===== config.mk =====
export PLATFORM = sky130hd
export DESIGN_NAME = gigabit_nic_register_block_flat
export DESIGN_NICKNAME = d
export VERILOG_FILES = /design/src/rtl/gnic_pkg.sv /design/src/rtl/gnic_if.sv /design/src/rtl/gnic_regs.sv /design/src/rtl/gnic_rsp_fifo.sv /design/src/rtl/gigabit_nic_register_block.sv /design/src/flat_wrapper.sv
export SDC_FILE = /design/constraint.sdc
export NUM_CORES = 1
export LEC_CHECK = 0
export BUFFER_PORTS_ARGS = -buffer_cell sky130_fd_sc_hd__buf_2
export CELL_PAD_IN_SITES_DETAIL_PLACEMENT = 1
export CELL_PAD_IN_SITES_GLOBAL_PLACEMENT = 1
export CORE_MARGIN = 4
export CORE_UTILIZATION = 30
export CTS_BUF_LIST = sky130_fd_sc_hd__clkbuf_8
export DETAILED_ROUTE_END_ITERATION = 8
export GPL_TIMING_DRIVEN = 0
export PLACE_DENSITY = 0.63
export SYNTH_ARGS = -nofsm -noshare
export SYNTH_HDL_FRONTEND = slang
export SYNTH_SLANG_ARGS = --single-unit

===== constraint.sdc =====
create_clock -name clk_i -period 3.5 [get_ports clk_i]
set_input_delay 0.875 -clock clk_i [delete_from_list [all_inputs] [get_ports clk_i]]
set_output_delay 0.875 -clock clk_i [all_outputs]
set_load 0.1 [all_outputs]

===== src/rtl/gnic_pkg.sv =====
// gnic_pkg: shared types and constants for the gigabit nic register block
// register offsets, opcodes, config indexes and the request/response structs
// no dependencies
`default_nettype none

package gnic_pkg;

  localparam int OfsW       = 17;
  localparam int DataW      = 32;
  localparam int MacW       = 48;
  localparam int EntriesW   = 28;
  localparam int SizeW      = 4;
  localparam int OpW        = 2;
  localparam int CfgIdxW    = 1;

  localparam int WindowBytes = 131072;
  localparam int EepromWords = 64;
  localparam int RspDepth    = 4;

  localparam logic [SizeW-1:0] LegalSize = SizeW'(4);

  localparam logic [OfsW-1:0] OfsCtrl   = 17'h00000;
  localparam logic [OfsW-1:0] OfsStatus = 17'h00008;
  localparam logic [OfsW-1:0] OfsEecd   = 17'h00010;
  localparam logic [OfsW-1:0] OfsEerd   = 17'h00014;
  localparam logic [OfsW-1:0] OfsIcr    = 17'h000C0;
  localparam logic [OfsW-1:0] OfsIms    = 17'h000D0;
  localparam logic [OfsW-1:0] OfsImc    = 17'h000D8;
  localparam logic [OfsW-1:0] OfsRctl   = 17'h00100;
  localparam logic [OfsW-1:0] OfsTctl   = 17'h00400;
  localparam logic [OfsW-1:0] OfsRdbal  = 17'h02800;
  localparam logic [OfsW-1:0] OfsRdbah  = 17'h02804;
  localparam logic [OfsW-1:0] OfsRdlen  = 17'h02808;
  localparam logic [OfsW-1:0] OfsRdh    = 17'h02810;
  localparam logic [OfsW-1:0] OfsRdt    = 17'h02818;
  localparam logic [OfsW-1:0] OfsTdbal  = 17'h03800;
  localparam logic [OfsW-1:0] OfsTdbah  = 17'h03804;
  localparam logic [OfsW-1:0] OfsTdlen  = 17'h03808;
  localparam logic [OfsW-1:0] OfsTdh    = 17'h03810;
  localparam logic [OfsW-1:0] OfsTdt    = 17'h03818;
  localparam logic [OfsW-1:0] OfsRal0   = 17'h05400;
  localparam logic [OfsW-1:0] OfsRah0   = 17'h05404;

  localparam int CtrlRstBit = 26;
  localparam int RingEnBit  = 1;

  localparam logic [DataW-1:0] LinkStatus = 32'h0000_0083;
  localparam logic [DataW-1:0] EePresent  = 32'h0000_0100;
  localparam logic [DataW-1:0] EerdDone   = 32'h0000_0010;
  localparam logic [DataW-1:0] AddrValid  = 32'h8000_0000;
  localparam logic [DataW-1:0] BaseMask   = 32'hFFFF_FFF0;
  localparam logic [DataW-1:0] LenMask    = 32'hFFFF_FF80;

  typedef enum logic [OpW-1:0] {
    OP_READ  = 2'd0,
    OP_WRITE = 2'd1,
    OP_RAISE = 2'd2
  } opcode_e;

  typedef enum logic [CfgIdxW-1:0] {
    CFG_MAC_ADDRESS = 1'b0,
    CFG_BUS_MASTER  = 1'b1
  } cfg_idx_e;

  typedef struct packed {
    logic [OpW-1:0]   opcode;
    logic [OfsW-1:0]  reg_offset;
    logic [SizeW-1:0] access_size;
    logic [DataW-1:0] write_data;
  } req_t;

  typedef struct packed {
    logic [DataW-1:0]    read_data;
    logic                access_error;
    logic                irq_pending;
    logic                tx_ready;
    logic                rx_ready;
    logic [EntriesW-1:0] tx_ring_entries;
    logic [EntriesW-1:0] rx_ring_entries;
    logic                station_ok;
  } rsp_t;

endpackage

`default_nettype wire


===== src/rtl/gnic_if.sv =====
// gnic_req_if / gnic_rsp_if: valid/ready channels for bus beats and results
// depends on gnic_pkg for field widths
`default_nettype none

interface gnic_req_if
  import gnic_pkg::*;
();
  logic             valid;
  logic             ready;
  logic [OpW-1:0]   opcode;
  logic [OfsW-1:0]  reg_offset;
  logic [SizeW-1:0] access_size;
  logic [DataW-1:0] write_data;

  modport source (output valid, output opcode, output reg_offset,
                  output access_size, output write_data, input ready);
  modport sink   (input valid, input opcode, input reg_offset,
                  input access_size, input write_data, output ready);
endinterface

interface gnic_rsp_if
  import gnic_pkg::*;
();
  logic                valid;
  logic                ready;
  logic [DataW-1:0]    read_data;
  logic                access_error;
  logic                irq_pending;
  logic                tx_ready;
  logic                rx_ready;
  logic [EntriesW-1:0] tx_ring_entries;
  logic [EntriesW-1:0] rx_ring_entries;
  logic                station_ok;

  modport source (output valid, output read_data, output access_error,
                  output irq_pending, output tx_ready, output rx_ready,
                  output tx_ring_entries, output rx_ring_entries,
                  output station_ok, input ready);
  modport sink   (input valid, input read_data, input access_error,
                  input irq_pending, input tx_ready, input rx_ready,
                  input tx_ring_entries, input rx_ring_entries,
                  input station_ok, output ready);
endinterface

`default_nettype wire


===== src/rtl/gnic_regs.sv =====
// gnic_regs: register state, access decode and status for one staged beat
// depends on gnic_pkg
`default_nettype none

module gnic_regs
  import gnic_pkg::*;
(
  input  wire logic               clk_i,
  input  wire logic               rst_ni,
  input  wire logic               cfg_we_i,
  input  wire logic [CfgIdxW-1:0] cfg_idx_i,
  input  wire logic [MacW-1:0]    cfg_data_i,
  input  wire logic               commit_i,
  input  wire req_t               req_i,
  output rsp_t                    rsp_o
);

  typedef struct packed {
    logic [DataW-1:0] ctrl;
    logic [DataW-1:0] rctl;
    logic [DataW-1:0] tctl;
    logic [DataW-1:0] ims;
    logic [DataW-1:0] icr;
    logic [DataW-1:0] eerd;
    logic [DataW-1:0] rdbal;
    logic [DataW-1:0] rdbah;
    logic [DataW-1:0] rdlen;
    logic [15:0]      rdh;
    logic [15:0]      rdt;
    logic [DataW-1:0] tdbal;
    logic [DataW-1:0] tdbah;
    logic [DataW-1:0] tdlen;
    logic [15:0]      tdh;
    logic [15:0]      tdt;
  } state_t;

  state_t          st_q, st_d;
  logic [MacW-1:0] mac_q;
  logic            bme_q;

  logic             access_ok;
  logic             rd_ok, wr_ok;
  logic [DataW-1:0] rdata;
  logic [15:0]      ee_addr;
  logic [15:0]      ee_word;
  logic [DataW-1:0] wdata;
  logic [OfsW-1:0]  ofs;

  assign ofs       = req_i.reg_offset;
  assign wdata     = req_i.write_data;
  assign access_ok = (req_i.access_size == LegalSize) &&
                     ({1'b0, ofs} < (OfsW+1)'(WindowBytes)) &&
                     (ofs[1:0] == 2'b00);
  assign rd_ok = commit_i && (req_i.opcode == OP_READ) && access_ok;
  assign wr_ok = commit_i && (req_i.opcode == OP_WRITE) && access_ok;

  // eeprom words 0..2 carry the station address
  assign ee_addr = st_q.eerd[23:8];
  always_comb begin
    ee_word = '0;
    if ((ee_addr < 16'(EepromWords)) && (ee_addr <= 16'd2)) begin
      case (ee_addr[1:0])
        2'd0:    ee_word = mac_q[15:0];
        2'd1:    ee_word = mac_q[31:16];
        2'd2:    ee_word = mac_q[47:32];
        default: ee_word = '0;
      endcase
    end
  end

  always_comb begin
    case (ofs)
      OfsCtrl:   rdata = st_q.ctrl & ~(DataW'(1) << CtrlRstBit);
      OfsStatus: rdata = LinkStatus;
      OfsEecd:   rdata = EePresent;
      OfsEerd:   rdata = {ee_word, st_q.eerd[15:0]} | EerdDone;
      OfsIcr:    rdata = st_q.icr;
      OfsIms:    rdata = st_q.ims;
      OfsRctl:   rdata = st_q.rctl;
      OfsTctl:   rdata = st_q.tctl;
      OfsRdbal:  rdata = st_q.rdbal;
      OfsRdbah:  rdata = st_q.rdbah;
      OfsRdlen:  rdata = st_q.rdlen;
      OfsRdh:    rdata = DataW'(st_q.rdh);
      OfsRdt:    rdata = DataW'(st_q.rdt);
      OfsTdbal:  rdata = st_q.tdbal;
      OfsTdbah:  rdata = st_q.tdbah;
      OfsTdlen:  rdata = st_q.tdlen;
      OfsTdh:    rdata = DataW'(st_q.tdh);
      OfsTdt:    rdata = DataW'(st_q.tdt);
      OfsRal0:   rdata = mac_q[31:0];
      OfsRah0:   rdata = DataW'(mac_q[47:32]) | AddrValid;
      default:   rdata = '0;
    endcase
  end

  always_comb begin
    st_d = st_q;
    if (rd_ok && (ofs == OfsIcr)) begin
      st_d.icr = '0;
    end
    if (commit_i && (req_i.opcode == OP_RAISE)) begin
      st_d.icr = st_q.icr | wdata;
    end
    if (wr_ok) begin
      case (ofs)
        OfsCtrl: begin
          if (wdata[CtrlRstBit]) begin
            st_d = '0;
          end else begin
            st_d.ctrl = wdata;
          end
        end
        OfsRctl:  st_d.rctl  = wdata;
        OfsTctl:  st_d.tctl  = wdata;
        OfsIms:   st_d.ims   = st_q.ims | wdata;
        OfsImc:   st_d.ims   = st_q.ims & ~wdata;
        OfsIcr:   st_d.icr   = st_q.icr & ~wdata;
        OfsEerd:  st_d.eerd  = wdata;
        OfsRdbal: st_d.rdbal = wdata & BaseMask;
        OfsRdbah: st_d.rdbah = wdata;
        OfsRdlen: st_d.rdlen = wdata & LenMask;
        OfsRdh:   st_d.rdh   = wdata[15:0];
        OfsRdt:   st_d.rdt   = wdata[15:0];
        OfsTdbal: st_d.tdbal = wdata & BaseMask;
        OfsTdbah: st_d.tdbah = wdata;
        OfsTdlen: st_d.tdlen = wdata & LenMask;
        OfsTdh:   st_d.tdh   = wdata[15:0];
        OfsTdt:   st_d.tdt   = wdata[15:0];
        default:  ;
      endcase
    end
  end

  // status is taken from the state after this beat
  always_comb begin
    rsp_o = '0;
    rsp_o.read_data       = rd_ok ? rdata : '0;
    rsp_o.access_error    = commit_i && !access_ok &&
                            ((req_i.opcode == OP_READ) || (req_i.opcode == OP_WRITE));
    rsp_o.irq_pending     = |(st_d.icr & st_d.ims);
    rsp_o.tx_ring_entries = st_d.tdlen[DataW-1:4];
    rsp_o.rx_ring_entries = st_d.rdlen[DataW-1:4];
    rsp_o.tx_ready        = st_d.tctl[RingEnBit] && (|st_d.tdlen[DataW-1:4]) &&
                            ((|st_d.tdbal) || (|st_d.tdbah)) && bme_q;
    rsp_o.rx_ready        = st_d.rctl[RingEnBit] && (|st_d.rdlen[DataW-1:4]) &&
                            ((|st_d.rdbal) || (|st_d.rdbah)) && bme_q;
    rsp_o.station_ok      = (|mac_q) && !mac_q[0];
  end

  always_ff @(posedge clk_i or negedge rst_ni) begin
    if (!rst_ni) begin
      st_q  <= '0;
      mac_q <= '0;
      bme_q <= 1'b1;
    end else begin
      st_q <= st_d;
      if (cfg_we_i) begin
        case (cfg_idx_e'(cfg_idx_i))
          CFG_MAC_ADDRESS: mac_q <= cfg_data_i;
          CFG_BUS_MASTER:  bme_q <= cfg_data_i[0];
          default:         ;
        endcase
      end
    end
  end

  assert property (@(posedge clk_i) disable iff (!rst_ni)
    (rd_ok && (ofs == OfsIcr)) |=> (st_q.icr == '0))
    else $error("icr not cleared by read");

  assert property (@(posedge clk_i) disable iff (!rst_ni)
    (wr_ok && (ofs == OfsCtrl) && wdata[CtrlRstBit]) |=>
      ((st_q.ims == '0) && (st_q.rdlen == '0) && (st_q.tdlen == '0) && (st_q.icr == '0)))
    else $error("device reset left state behind");

  assert property (@(posedge clk_i) disable iff (!rst_ni)
    (st_q.rdlen[6:0] == 7'd0) && (st_q.tdlen[6:0] == 7'd0) &&
    (st_q.rdbal[3:0] == 4'd0) && (st_q.tdbal[3:0] == 4'd0))
    else $error("ring register alignment broken");

endmodule

`default_nettype wire


===== src/rtl/gnic_rsp_fifo.sv =====
// gnic_rsp_fifo: small result queue between the register stage and the output
// depends on gnic_pkg for the result struct
`default_nettype none

module gnic_rsp_fifo
  import gnic_pkg::*;
#(
  parameter int DEPTH = 4
) (
  input  wire logic                       clk_i,
  input  wire logic                       rst_ni,
  input  wire logic                       push_i,
  input  wire rsp_t                       data_i,
  input  wire logic                       pop_i,
  output rsp_t                            data_o,
  output logic                            valid_o,
  output logic [$clog2(DEPTH+1)-1:0]      count_o
);

  localparam int PtrW = (DEPTH > 1) ? $clog2(DEPTH) : 1;
  localparam int CntW = $clog2(DEPTH+1);

  rsp_t            mem_q [DEPTH];
  logic [PtrW-1:0] wr_ptr_q, rd_ptr_q;
  logic [CntW-1:0] cnt_q;
  logic            do_pop;

  assign valid_o = (cnt_q != '0);
  assign do_pop  = pop_i && valid_o;
  assign data_o  = mem_q[rd_ptr_q];
  assign count_o = cnt_q;

  always_ff @(posedge clk_i) begin
    if (push_i) begin
      mem_q[wr_ptr_q] <= data_i;
    end
  end

  always_ff @(posedge clk_i or negedge rst_ni) begin
    if (!rst_ni) begin
      wr_ptr_q <= '0;
      rd_ptr_q <= '0;
      cnt_q    <= '0;
    end else begin
      if (push_i) begin
        wr_ptr_q <= (wr_ptr_q == PtrW'(DEPTH-1)) ? '0 : wr_ptr_q + 1'b1;
      end
      if (do_pop) begin
        rd_ptr_q <= (rd_ptr_q == PtrW'(DEPTH-1)) ? '0 : rd_ptr_q + 1'b1;
      end
      case ({push_i, do_pop})
        2'b10:   cnt_q <= cnt_q + 1'b1;
        2'b01:   cnt_q <= cnt_q - 1'b1;
        default: cnt_q <= cnt_q;
      endcase
    end
  end

  assert property (@(posedge clk_i) disable iff (!rst_ni)
    push_i |-> (cnt_q != CntW'(DEPTH)))
    else $error("result queue overflow");

endmodule

`default_nettype wire


===== src/rtl/gigabit_nic_register_block.sv =====
// gigabit_nic_register_block: 8254x style register window, one beat per cycle
// channels: req_i carries read, write or raise beats; rsp_o returns one result
// per beat. cfg_we_i/cfg_idx_i/cfg_data_i write the station address (index 0)
// and bus master enable (index 1); the user must write them only while the
// block is idle; the block itself does not enforce this. a beat is captured
// in an input register, then decoded and committed to the register state in the
// next cycle; its result enters a four-entry queue and is offered on rsp_o
// once the results ahead of it have been taken. throughput is one beat per
// cycle while rsp_o takes results, set by the register read-modify-write.
// when rsp_o stalls, results collect in the queue; req_i.ready drops once the
// queue plus the beat in the input register would leave fewer than two free
// entries, and nothing is lost.
// reset clears all registers and the queue; station address resets to zero
// and bus master enable to one.
// depends on gnic_pkg, gnic_if, gnic_regs, gnic_rsp_fifo
`default_nettype none

module gigabit_nic_register_block
  import gnic_pkg::*;
(
  input  wire logic               clk_i,
  input  wire logic               rst_ni,
  gnic_req_if.sink                req_i,
  gnic_rsp_if.source              rsp_o,
  input  wire logic               cfg_we_i,
  input  wire logic [CfgIdxW-1:0] cfg_idx_i,
  input  wire logic [MacW-1:0]    cfg_data_i
);

  localparam int CntW = $clog2(RspDepth+1);

  logic            stage_valid_q;
  req_t            stage_req_q;
  logic            in_fire;
  rsp_t            rsp_d;
  rsp_t            rsp_q;
  logic [CntW-1:0] fifo_cnt;
  logic            fifo_valid;

  assign req_i.ready = ((CntW+1)'(fifo_cnt) + (CntW+1)'(stage_valid_q))
                       < (CntW+1)'(RspDepth-1);
  assign in_fire     = req_i.valid && req_i.ready;

  always_ff @(posedge clk_i or negedge rst_ni) begin
    if (!rst_ni) begin
      stage_valid_q <= 1'b0;
    end else begin
      stage_valid_q <= in_fire;
    end
  end

  always_ff @(posedge clk_i) begin
    if (in_fire) begin
      stage_req_q.opcode      <= req_i.opcode;
      stage_req_q.reg_offset  <= req_i.reg_offset;
      stage_req_q.access_size <= req_i.access_size;
      stage_req_q.write_data  <= req_i.write_data;
    end
  end

  gnic_regs u_regs (
    .clk_i      (clk_i),
    .rst_ni     (rst_ni),
    .cfg_we_i   (cfg_we_i),
    .cfg_idx_i  (cfg_idx_i),
    .cfg_data_i (cfg_data_i),
    .commit_i   (stage_valid_q),
    .req_i      (stage_req_q),
    .rsp_o      (rsp_d)
  );

  gnic_rsp_fifo #(
    .DEPTH (RspDepth)
  ) u_rsp_fifo (
    .clk_i   (clk_i),
    .rst_ni  (rst_ni),
    .push_i  (stage_valid_q),
    .data_i  (rsp_d),
    .pop_i   (rsp_o.ready),
    .data_o  (rsp_q),
    .valid_o (fifo_valid),
    .count_o (fifo_cnt)
  );

  assign rsp_o.valid           = fifo_valid;
  assign rsp_o.read_data       = rsp_q.read_data;
  assign rsp_o.access_error    = rsp_q.access_error;
  assign rsp_o.irq_pending     = rsp_q.irq_pending;
  assign rsp_o.tx_ready        = rsp_q.tx_ready;
  assign rsp_o.rx_ready        = rsp_q.rx_ready;
  assign rsp_o.tx_ring_entries = rsp_q.tx_ring_entries;
  assign rsp_o.rx_ring_entries = rsp_q.rx_ring_entries;
  assign rsp_o.station_ok      = rsp_q.station_ok;

endmodule

`default_nettype wire


===== src/flat_wrapper.sv =====
// flat-port wrapper written by rule: the top's interface ports become plain ports
module gigabit_nic_register_block_flat import gnic_pkg::*;
  (clk_i, rst_ni, cfg_we_i, cfg_idx_i, cfg_data_i, req_i_valid, req_i_opcode, req_i_reg_offset, req_i_access_size, req_i_write_data, req_i_ready, rsp_o_valid, rsp_o_read_data, rsp_o_access_error, rsp_o_irq_pending, rsp_o_tx_ready, rsp_o_rx_ready, rsp_o_tx_ring_entries, rsp_o_rx_ring_entries, rsp_o_station_ok, rsp_o_ready);
  gnic_req_if req_i_i ();
  gnic_rsp_if rsp_o_i ();
  input  wire logic clk_i;
  input  wire logic rst_ni;
  input  wire logic cfg_we_i;
  input  wire logic [CfgIdxW-1:0] cfg_idx_i;
  input  wire logic [MacW-1:0] cfg_data_i;
  input wire logic [$bits(req_i_i.valid)-1:0] req_i_valid;
  input wire logic [$bits(req_i_i.opcode)-1:0] req_i_opcode;
  input wire logic [$bits(req_i_i.reg_offset)-1:0] req_i_reg_offset;
  input wire logic [$bits(req_i_i.access_size)-1:0] req_i_access_size;
  input wire logic [$bits(req_i_i.write_data)-1:0] req_i_write_data;
  output wire logic [$bits(req_i_i.ready)-1:0] req_i_ready;
  output wire logic [$bits(rsp_o_i.valid)-1:0] rsp_o_valid;
  output wire logic [$bits(rsp_o_i.read_data)-1:0] rsp_o_read_data;
  output wire logic [$bits(rsp_o_i.access_error)-1:0] rsp_o_access_error;
  output wire logic [$bits(rsp_o_i.irq_pending)-1:0] rsp_o_irq_pending;
  output wire logic [$bits(rsp_o_i.tx_ready)-1:0] rsp_o_tx_ready;
  output wire logic [$bits(rsp_o_i.rx_ready)-1:0] rsp_o_rx_ready;
  output wire logic [$bits(rsp_o_i.tx_ring_entries)-1:0] rsp_o_tx_ring_entries;
  output wire logic [$bits(rsp_o_i.rx_ring_entries)-1:0] rsp_o_rx_ring_entries;
  output wire logic [$bits(rsp_o_i.station_ok)-1:0] rsp_o_station_ok;
  input wire logic [$bits(rsp_o_i.ready)-1:0] rsp_o_ready;
  assign req_i_i.valid = req_i_valid;
  assign req_i_i.opcode = req_i_opcode;
  assign req_i_i.reg_offset = req_i_reg_offset;
  assign req_i_i.access_size = req_i_access_size;
  assign req_i_i.write_data = req_i_write_data;
  assign req_i_ready = req_i_i.ready;
  assign rsp_o_valid = rsp_o_i.valid;
  assign rsp_o_read_data = rsp_o_i.read_data;
  assign rsp_o_access_error = rsp_o_i.access_error;
  assign rsp_o_irq_pending = rsp_o_i.irq_pending;
  assign rsp_o_tx_ready = rsp_o_i.tx_ready;
  assign rsp_o_rx_ready = rsp_o_i.rx_ready;
  assign rsp_o_tx_ring_entries = rsp_o_i.tx_ring_entries;
  assign rsp_o_rx_ring_entries = rsp_o_i.rx_ring_entries;
  assign rsp_o_station_ok = rsp_o_i.station_ok;
  assign rsp_o_i.ready = rsp_o_ready;
  gigabit_nic_register_block u_core (.clk_i(clk_i), .rst_ni(rst_ni), .req_i(req_i_i), .rsp_o(rsp_o_i), .cfg_we_i(cfg_we_i), .cfg_idx_i(cfg_idx_i), .cfg_data_i(cfg_data_i));
endmodule

==> metrics.txt, run 1 <==
most instantiated flip-flop cell in the synthesis netlist=sky130_fd_sc_hd__dfrtp_1; post-route design area=47100 sq um; cell area after placement=41600 sq um; ratio of total power to cell area=around 740 nW/um^2; # rows=130; worst rel slew slack=-1.00%; number of global-route vias before repair=a little over 30000; post-route setup TNS=-659 ps; VDD IR-drop max=approximately 630 uV; synthesized flop and latch total=914; gr ovfl total=0; Avg Cell Area, Syn=between 10 and 15 sq um; setup violation total in the final timing report=12; maximum number of pins on one net before global-route repair=116; starting density of the core=30.3%; clock tree skew after final layout=slightly below 60 ps; largest cells by area after synthesis=sky130_fd_sc_hd__edfxtp_1 (34%), sky130_fd_sc_hd__dfrtp_1 (32%), sky130_fd_sc_hd__a22o_1 (6.6%); iteration count of the initial detailed-routing pass=6; Net Count, Synth=between 2000 and 3000; number of buffers added on ports=between 200 and 250; slew at the pin closest to its max-slew limit=1520 ps; share of the yosys chip area belonging to registers=65.5%; die extent in x=365 microns; final worst-path cycle share=103%; CP max FO=8; Longest Clk Path Bufs=3; critical path class=register to register; area used by multi-input combinational logic=13200 sq um; Clock Pin Slew Worst Setup and Hold Paths=60 ps; share of the synthesized area in the top cell type=around a third; cell count after synthesis=about 2800; RSZ-0062 raised after global routing=yes; placeable core region=~130000 sq um; violations in the final reports=negative hold slack, max-capacitance violations, max-slew violations, negative setup slack; latest clock arrival within the worst-skew pair=920 ps; number of different library cells in the post-synthesis netlist=68; all-layer global routing usage=24.9%; run status=complete, but fails checks; DRC=0; share of layout cells above drive strength 1=between 20% and 30%; total number of H-tree levels=4; Routability Congestion=0.984; leakage power figure=0.0185 uW; required time at the worst-slack endpoint=4140 ps; max-cap check violation count=1; time the worst path needs with I/O delays and setup=3600 ps; Final Util=37.4%; fraction of registers with async set or reset after synthesis=53.3%; dpl hpwl=120 mm; Total Die Area=133000 sq um; CTS Root Cell=sky130_fd_sc_hd__clkbuf_8; Critical Path Source Type=register; number of hold buffers added after CTS=0; class of the worst hold path=primary input to async pin; final net count=~3400; signal arrival time at the worst endpoint=4230 ps; Max Fclk=approximately 280 MHz; TritonCTS clock tree=built; crit path capture type=register; Filler Cells Inserted=13321; die height=365 microns; register cell area after layout=about 25000 sq um; total number of yosys warnings=0; mean number of vias per cell=5.89; ports placed on the boundary=approximately 200; final-report max-slew violation count=11; CTS Buf Count=159; top cell type by total area after synthesis=sky130_fd_sc_hd__edfxtp_1; count of flip-flops with a built-in enable after synthesis=427; Final ANT Viol Nets=0; Mapped Area=38200 sq um; final wirelength=167 mm; antenna violations before repair=12; per-cell routed wire length=33.3 microns; final critical-path setup slack=-96.6 ps; Starting DRT DRC Count=3888; global-route wire length before repair=around 230 mm; Final Hold Slack=-3.22 ps; number of hold violations in the final report=1; clock net sink count=914; vias after detailed routing=29612; synthesis-to-finish area growth=23.3%
-- metrics by stage --
| step | std cells | hold slack [ps] | setup slack, ps | total power [uW] |
|---|---|---|---|---|
| after floorplan | 2811 | 450 | 264 | 20900 |
| after global placement | 4664 | 462 | -9210 | 23900 |
| after detailed placement | 4676 | 475 | -1840 | 24000 |
| after CTS | 4995 | 14.4 | -77.9 | 34600 |
| after global routing | 5024 | 35.3 | -144 | 36000 |
| final | 5028 | -3.22 | -96.6 | 34700 |
-- power breakdown --
part | switching [uW] | internal (uW) | leakage [uW]
Sequential | 1020 | 12500 | 0.0105
Clock | 4780 | 4790 | 0.00183
Combinational | 8420 | 3250 | 0.00618
Total | 14200 | 20500 | 0.0185
-- critical path, stage by stage, from the launching register on --
cell and delay [ps]:
sky130_fd_sc_hd__edfxtp_1 400, sky130_fd_sc_hd__buf_4 150, sky130_fd_sc_hd__or4_4 570, sky130_fd_sc_hd__nor2_4 280, sky130_fd_sc_hd__nand2_2 330, sky130_fd_sc_hd__nor3_2 280, sky130_fd_sc_hd__buf_4 270, sky130_fd_sc_hd__a22oi_2 190
sky130_fd_sc_hd__a311o_1 440, sky130_fd_sc_hd__a31oi_2 390
-- registers in the layout, summed over array words and instances, names as in the netlist --
| signal | count |
|---|---|
| u_core.u_rsp_fifo.rd_ptr_q | 2 |
| u_core.u_rsp_fifo.mem_q | 372 |
| u_core.stage_req_q | 55 |
| u_core.stage_valid_q | 1 |
| u_core.u_rsp_fifo.count_o | 3 |
| u_core.u_rsp_fifo.wr_ptr_q | 2 |
| u_core.u_regs.mac_q | 48 |
| u_core.u_regs.st_q | 414 |
| u_core.u_regs.bme_q | 1 |
| u_core.u_regs.ee_addr | 16 |
-- layout by cell type (no fill, tap or decap), drive strengths merged, types with 93 or more instances in the layout --
| cell type | netlist | final |
|---|---|---|
| dfrtp | 486 | 486 |
| edfxtp | 427 | 427 |
| nand2 | 385 | 385 |
| clkbuf | 187 | 358 |
| buf | 35 | 311 |
| a22o | 288 | 288 |
| o21ai | 154 | 154 |
| inv | 26 | 109 |
| nand3 | 104 | 104 |
| mux4 | 93 | 93 |
-- Yosys cell counts, types with 3 or more instances --
cell type,instances
sky130_fd_sc_hd__nor2_1,45
sky130_fd_sc_hd__nor3_2,3
sky130_fd_sc_hd__nor4_1,63
sky130_fd_sc_hd__nand3_1,104
sky130_fd_sc_hd__a21oi_1,12
sky130_fd_sc_hd__ha_1,8
sky130_fd_sc_hd__clkbuf_1,187
sky130_fd_sc_hd__a22oi_1,63
sky130_fd_sc_hd__nand4_1,18
sky130_fd_sc_hd__a221oi_2,4
sky130_fd_sc_hd__mux2i_1,20
sky130_fd_sc_hd__mux4_2,93
sky130_fd_sc_hd__or3_1,6
sky130_fd_sc_hd__and3_1,12
sky130_fd_sc_hd__or4_1,11
sky130_fd_sc_hd__nor4b_1,4
sky130_fd_sc_hd__a22o_1,288
sky130_fd_sc_hd__dfrtp_1,486
sky130_fd_sc_hd__mux2_2,51
sky130_fd_sc_hd__a211oi_1,6
sky130_fd_sc_hd__o21ai_1,3
sky130_fd_sc_hd__nor3_1,30
sky130_fd_sc_hd__and4_1,7
sky130_fd_sc_hd__a222oi_1,44
sky130_fd_sc_hd__buf_6,3
sky130_fd_sc_hd__a2111oi_0,3
sky130_fd_sc_hd__buf_4,3
sky130_fd_sc_hd__edfxtp_1,427
sky130_fd_sc_hd__a221oi_1,77
sky130_fd_sc_hd__nand2_1,385
sky130_fd_sc_hd__and2_1,32
sky130_fd_sc_hd__buf_1,24
sky130_fd_sc_hd__inv_1,26
sky130_fd_sc_hd__nor4_4,3
sky130_fd_sc_hd__nand3b_1,11
sky130_fd_sc_hd__buf_2,5
sky130_fd_sc_hd__a31oi_1,46
sky130_fd_sc_hd__o21ai_0,151
sky130_fd_sc_hd__nor2b_1,13
-- cell families (layout without fill, tap and decap cells) --
group	count (synthesis)	count (layout)	synth area share [%]
buffers and inverters	251	811	2.61
other	0	7	0
muxes	164	164	7.52
xor gates and xnor gates	3	3	0.0689
DFF	914	914	65.5
adders and majority gates	9	9	0.315
AOI/OAI and AO/OA	713	713	14.4
and+or+nand+nor	757	757	9.52
-- per-layer routing --
layer,share of wire [%],global-route usage (%),vias to the layer above
li1,-,-,11882
met1,39,32.4,15460
met2,44,36.8,1759
met3,10,7.17,501
met4,6.9,14.9,10
met5,0.043,0,-
-- final cells by class --
type                       instances  share of cell area, %
multi-input combinational       1646                   28.0
clock buffer                     177                   5.18
inverter                          27                  0.215
tap                             1650                   4.39
clock inverter                   112                   1.36
buffer                           218                   2.66
sequential                       914                   53.2
timing repair buffer             277                   4.97
antenna                            7                 0.0372
-- timing repair --
item	in CTS	in global routing
setup buffers	33	22
endpoints found under the setup margin	770	257
gates resized for setup	422	102
cloned	3	4
pin swaps	27	13
-- path summary, 6_finish.rpt --
check | cells past startpoint | end | slack [ps] | from
hold reg to reg | 2 | u_core.u_regs.st_q[438] | 490 | u_core.u_regs.st_q[438]
max in group asynchronous | 3 | u_core.u_rsp_fifo.rd_ptr_q[0] | 2050 | rst_ni
setup reg to reg | 9 | u_core.u_rsp_fifo.mem_q[0][57] | -100 | u_core.stage_req_q[51]
hold / removal | 1 | u_core.u_rsp_fifo.count_o[2] | -3 | rst_ni
min in group clk_i | 1 | u_core.stage_req_q[6] | 140 | req_i_write_data[6]
setup / recovery | 9 | u_core.u_rsp_fifo.mem_q[0][57] | -100 | u_core.stage_req_q[51]
(Power assumes the default switching activity.)
==> run 2, diff against run 1 <==
--- a/config.mk
+++ b/config.mk
@@ -8,6 +8,7 @@
 export BUFFER_PORTS_ARGS = -buffer_cell sky130_fd_sc_hd__buf_2
 export CELL_PAD_IN_SITES_DETAIL_PLACEMENT = 1
 export CELL_PAD_IN_SITES_GLOBAL_PLACEMENT = 1
+export CORE_ASPECT_RATIO = 0.5
 export CORE_MARGIN = 4
 export CORE_UTILIZATION = 30
 export CTS_BUF_LIST = sky130_fd_sc_hd__clkbuf_8
==> metrics.txt, run 2 (synthesis results as in run 1) <==
run status=complete, but fails checks; violations in the final reports=max-capacitance violations, max-slew violations, negative setup slack; Final ANT Viol Nets=0 (unchanged); Total Power=34900 uW (+0.32%); number of global-route vias before repair=30061 (-0.34%); post-placement cell count=4719 (+0.92%); required time at the worst-slack endpoint=4050 ps (-90 ps); mean number of vias per cell=5.93 (+0.67%); registers with the highest flip-flop counts=u_core.u_regs.st_q x414, u_core.u_rsp_fifo.mem_q x372, u_core.stage_req_q x55; Routability Congestion=1.03 (+4.3%); antenna violations before repair=21 (+9); synthesis-to-finish area growth=23.1%; Critical Path Source Type=register; crit path capture type=register; CP max FO=5 (-3); latest clock arrival within the worst-skew pair=880 ps (-40 ps); final net count=3357 (-0.12%); signal arrival time at the worst endpoint=4230 ps (about the same); starting density of the core=30.2% (-0.064 points); worst hold path startpoint=req_i_opcode[1]; CTS Buf Count=142 (-11%); DRC=0 (unchanged); max FFs per register=414 (unchanged); clock tree skew after final layout=75.4 ps (+15.9 ps); dpl hpwl=127 mm (+5.7%); # rows=92 (-29%); critical path class=register to register; gr ovfl total=0 (unchanged); most common library cell in the layout ignoring fill and taps=sky130_fd_sc_hd__dfrtp_1; most flop-heavy register=u_core.u_regs.st_q; placeable core region=126000 sq um (+0.21%); Max Fclk=272 MHz (-2.2%); die height=260 microns (-29%); Starting DRT DRC Count=4386 (+13%); slew at the pin closest to its max-slew limit=1510 ps (-6.78 ps); VDD IR-drop max=622 uV (-1.3%); ports placed on the boundary=204 (unchanged); final-report max-slew violation count=21 (+10); commonest cells after routing, fill and taps aside=sky130_fd_sc_hd__dfrtp_1 (483), sky130_fd_sc_hd__edfxtp_1 (427), sky130_fd_sc_hd__nand2_1 (378); number of buffers added on ports=203 (unchanged); vias after detailed routing=30047 (+1.5%); number of hold violations in the final report=0 (-1); per-cell routed wire length=34.8 microns (+4.4%); final worst-path cycle share=105% (+2.4 points); final wirelength=176 mm (+5.3%); Total Die Area=133000 sq um (+0.26%); highest cell delay on the worst timing path=660 ps (+90 ps); maximum number of pins on one net before global-route repair=115 (-0.86%); CTS Root Cell=sky130_fd_sc_hd__clkbuf_8; global-route wire length before repair=241 mm (+3.2%); Critical Path Slowest Stage Cell=sky130_fd_sc_hd__or4_4; cells along the critical path=nor4_4, buf_4, nand4_1, buf_4, a211oi_4, buf_6, o21ai_0, a22o_1, a2111oi_4, nand4_1, or4_4; all-layer global routing usage=25.8% (+0.91 points); share of layout cells above drive strength 1=25.7% (+0.20 points); Filler Cells Inserted=13307 (-0.11%); timing startpoint of the critical path=u_core.stage_req_q[39]; max-cap check violation count=3 (+2); class of the worst hold path=primary input to register; die extent in x=512 microns (+41%); TritonCTS clock tree=built; Longest Clk Path Bufs=3 (unchanged); total number of H-tree levels=4 (unchanged); Final Util=37.2% (-0.14 points); Final Hold Slack=222 ps (+225 ps); Reg-to-Reg Start=u_core.stage_req_q[39]; iteration count of the initial detailed-routing pass=7 (+1); final critical-path setup slack=-179 ps (-82.7 ps); RSZ-0062 raised after global routing=yes; cell area after placement=41600 sq um (+0.17%); time the worst path needs with I/O delays and setup=3680 ps (+82.7 ps); ratio of total power to cell area=742 nW/um^2 (+0.48%); final cell count without fillers=5068 (+0.80%); post-route design area=47000 sq um (-0.15%); clock net sink count=914 (unchanged); leakage power figure=0.0185 uW (-0.41%); worst rel slew slack=-0.553% (+0.45 points); Clock Pin Slew Worst Setup and Hold Paths=60 ps (about the same); setup violation total in the final timing report=28 (+16)
-- run 2: changes by cell type in the layout (fill, tap and decap cells not counted), moves of 5 or more --
cell / previous run / this run
sky130_fd_sc_hd__buf_8: 10 / 15
sky130_fd_sc_hd__clkinv_2: 3 / 17
sky130_fd_sc_hd__inv_1: 101 / 76
sky130_fd_sc_hd__clkbuf_4: 23 / 38
sky130_fd_sc_hd__nand2_1: 371 / 378
sky130_fd_sc_hd__clkbuf_8: 182 / 170
sky130_fd_sc_hd__diode_2: 7 / 19
sky130_fd_sc_hd__nand2_2: 12 / 6
sky130_fd_sc_hd__buf_2: 136 / 130
-- run 2: what timing repair did --
action                                  4_1_cts  5_1_grt
hold buffers                                  1        0
gates resized for setup                     362      148
pin swaps                                    25       29
gates cloned                                  0        6
setup buffers                                30       34
hold endpoints to repair                     59        0
endpoints found under the setup margin      769      393
-- run 2: final timing paths --
kind / end / slack [ps] / depth (start not counted)
max: u_core.u_rsp_fifo.mem_q[3][59] / -180 / 11
min: u_core.stage_req_q[54] / 220 / 1
max reg2reg: u_core.u_rsp_fifo.mem_q[3][59] / -180 / 11
min reg2reg: u_core.u_regs.st_q[423] / 490 / 2
max in group asynchronous: u_core.stage_valid_q / 1660 / 3
min in group asynchronous: u_core.u_regs.mac_q[46] / 590 / 2
-- run 2: metal layers --
metal	up-vias	routed length, microns	track usage [%]
met4	14	7120	10.1
met5	-	92	0
met2	1859	72800	35.9
li1	11905	-	-
met3	367	20800	8.87
met1	15902	75500	36.6
-- run 2: through the flow --
| stage | worst slack [ps] | TNS (ps) |
|---|---|---|
| 2_1_floorplan | 264 | 0 |
| 3_3_place_gp | -8970 | -5657430 |
| 3_5_place_dp | -1960 | -482770 |
| 4_1_cts | -126 | -1590 |
| 5_1_grt | -331 | -5660 |
| 6_report | -179 | -1170 |
-- run 2: worst max-delay path, delay by kind of cell, from the launching register on --
family | cells | cell delay, ps
AO/OA/AOI/OAI | 4 | 960
buffers and inverters | 3 | 550
flip-flops | 1 | 460
AND/OR/NAND/NOR | 4 | 1430
-- run 2: layout make-up --
type | instances | area (sq um) | share of cell area, %
Buffer | 220 | 1230 | 2.61
Multi-Input combinational cell | 1646 | 13100 | 28.0
Inverter | 27 | 101 | 0.216
Clock inverter | 95 | 592 | 1.26
Antenna cell | 19 | 47.5 | 0.101
Tap cell | 1692 | 2120 | 4.51
Clock buffer | 167 | 2300 | 4.89
Sequential cell | 914 | 25000 | 53.2
Timing Repair Buffer | 288 | 2440 | 5.20
-- run 2: report_power, final --
group	leakage, uW	switching [uW]	internal (uW)	total (uW)
Sequential	0.0105	1050	12500	13500
Clock	0.00167	4690	4710	9390
Combinational	0.00626	8660	3290	11900
Total	0.0185	14400	20500	34900
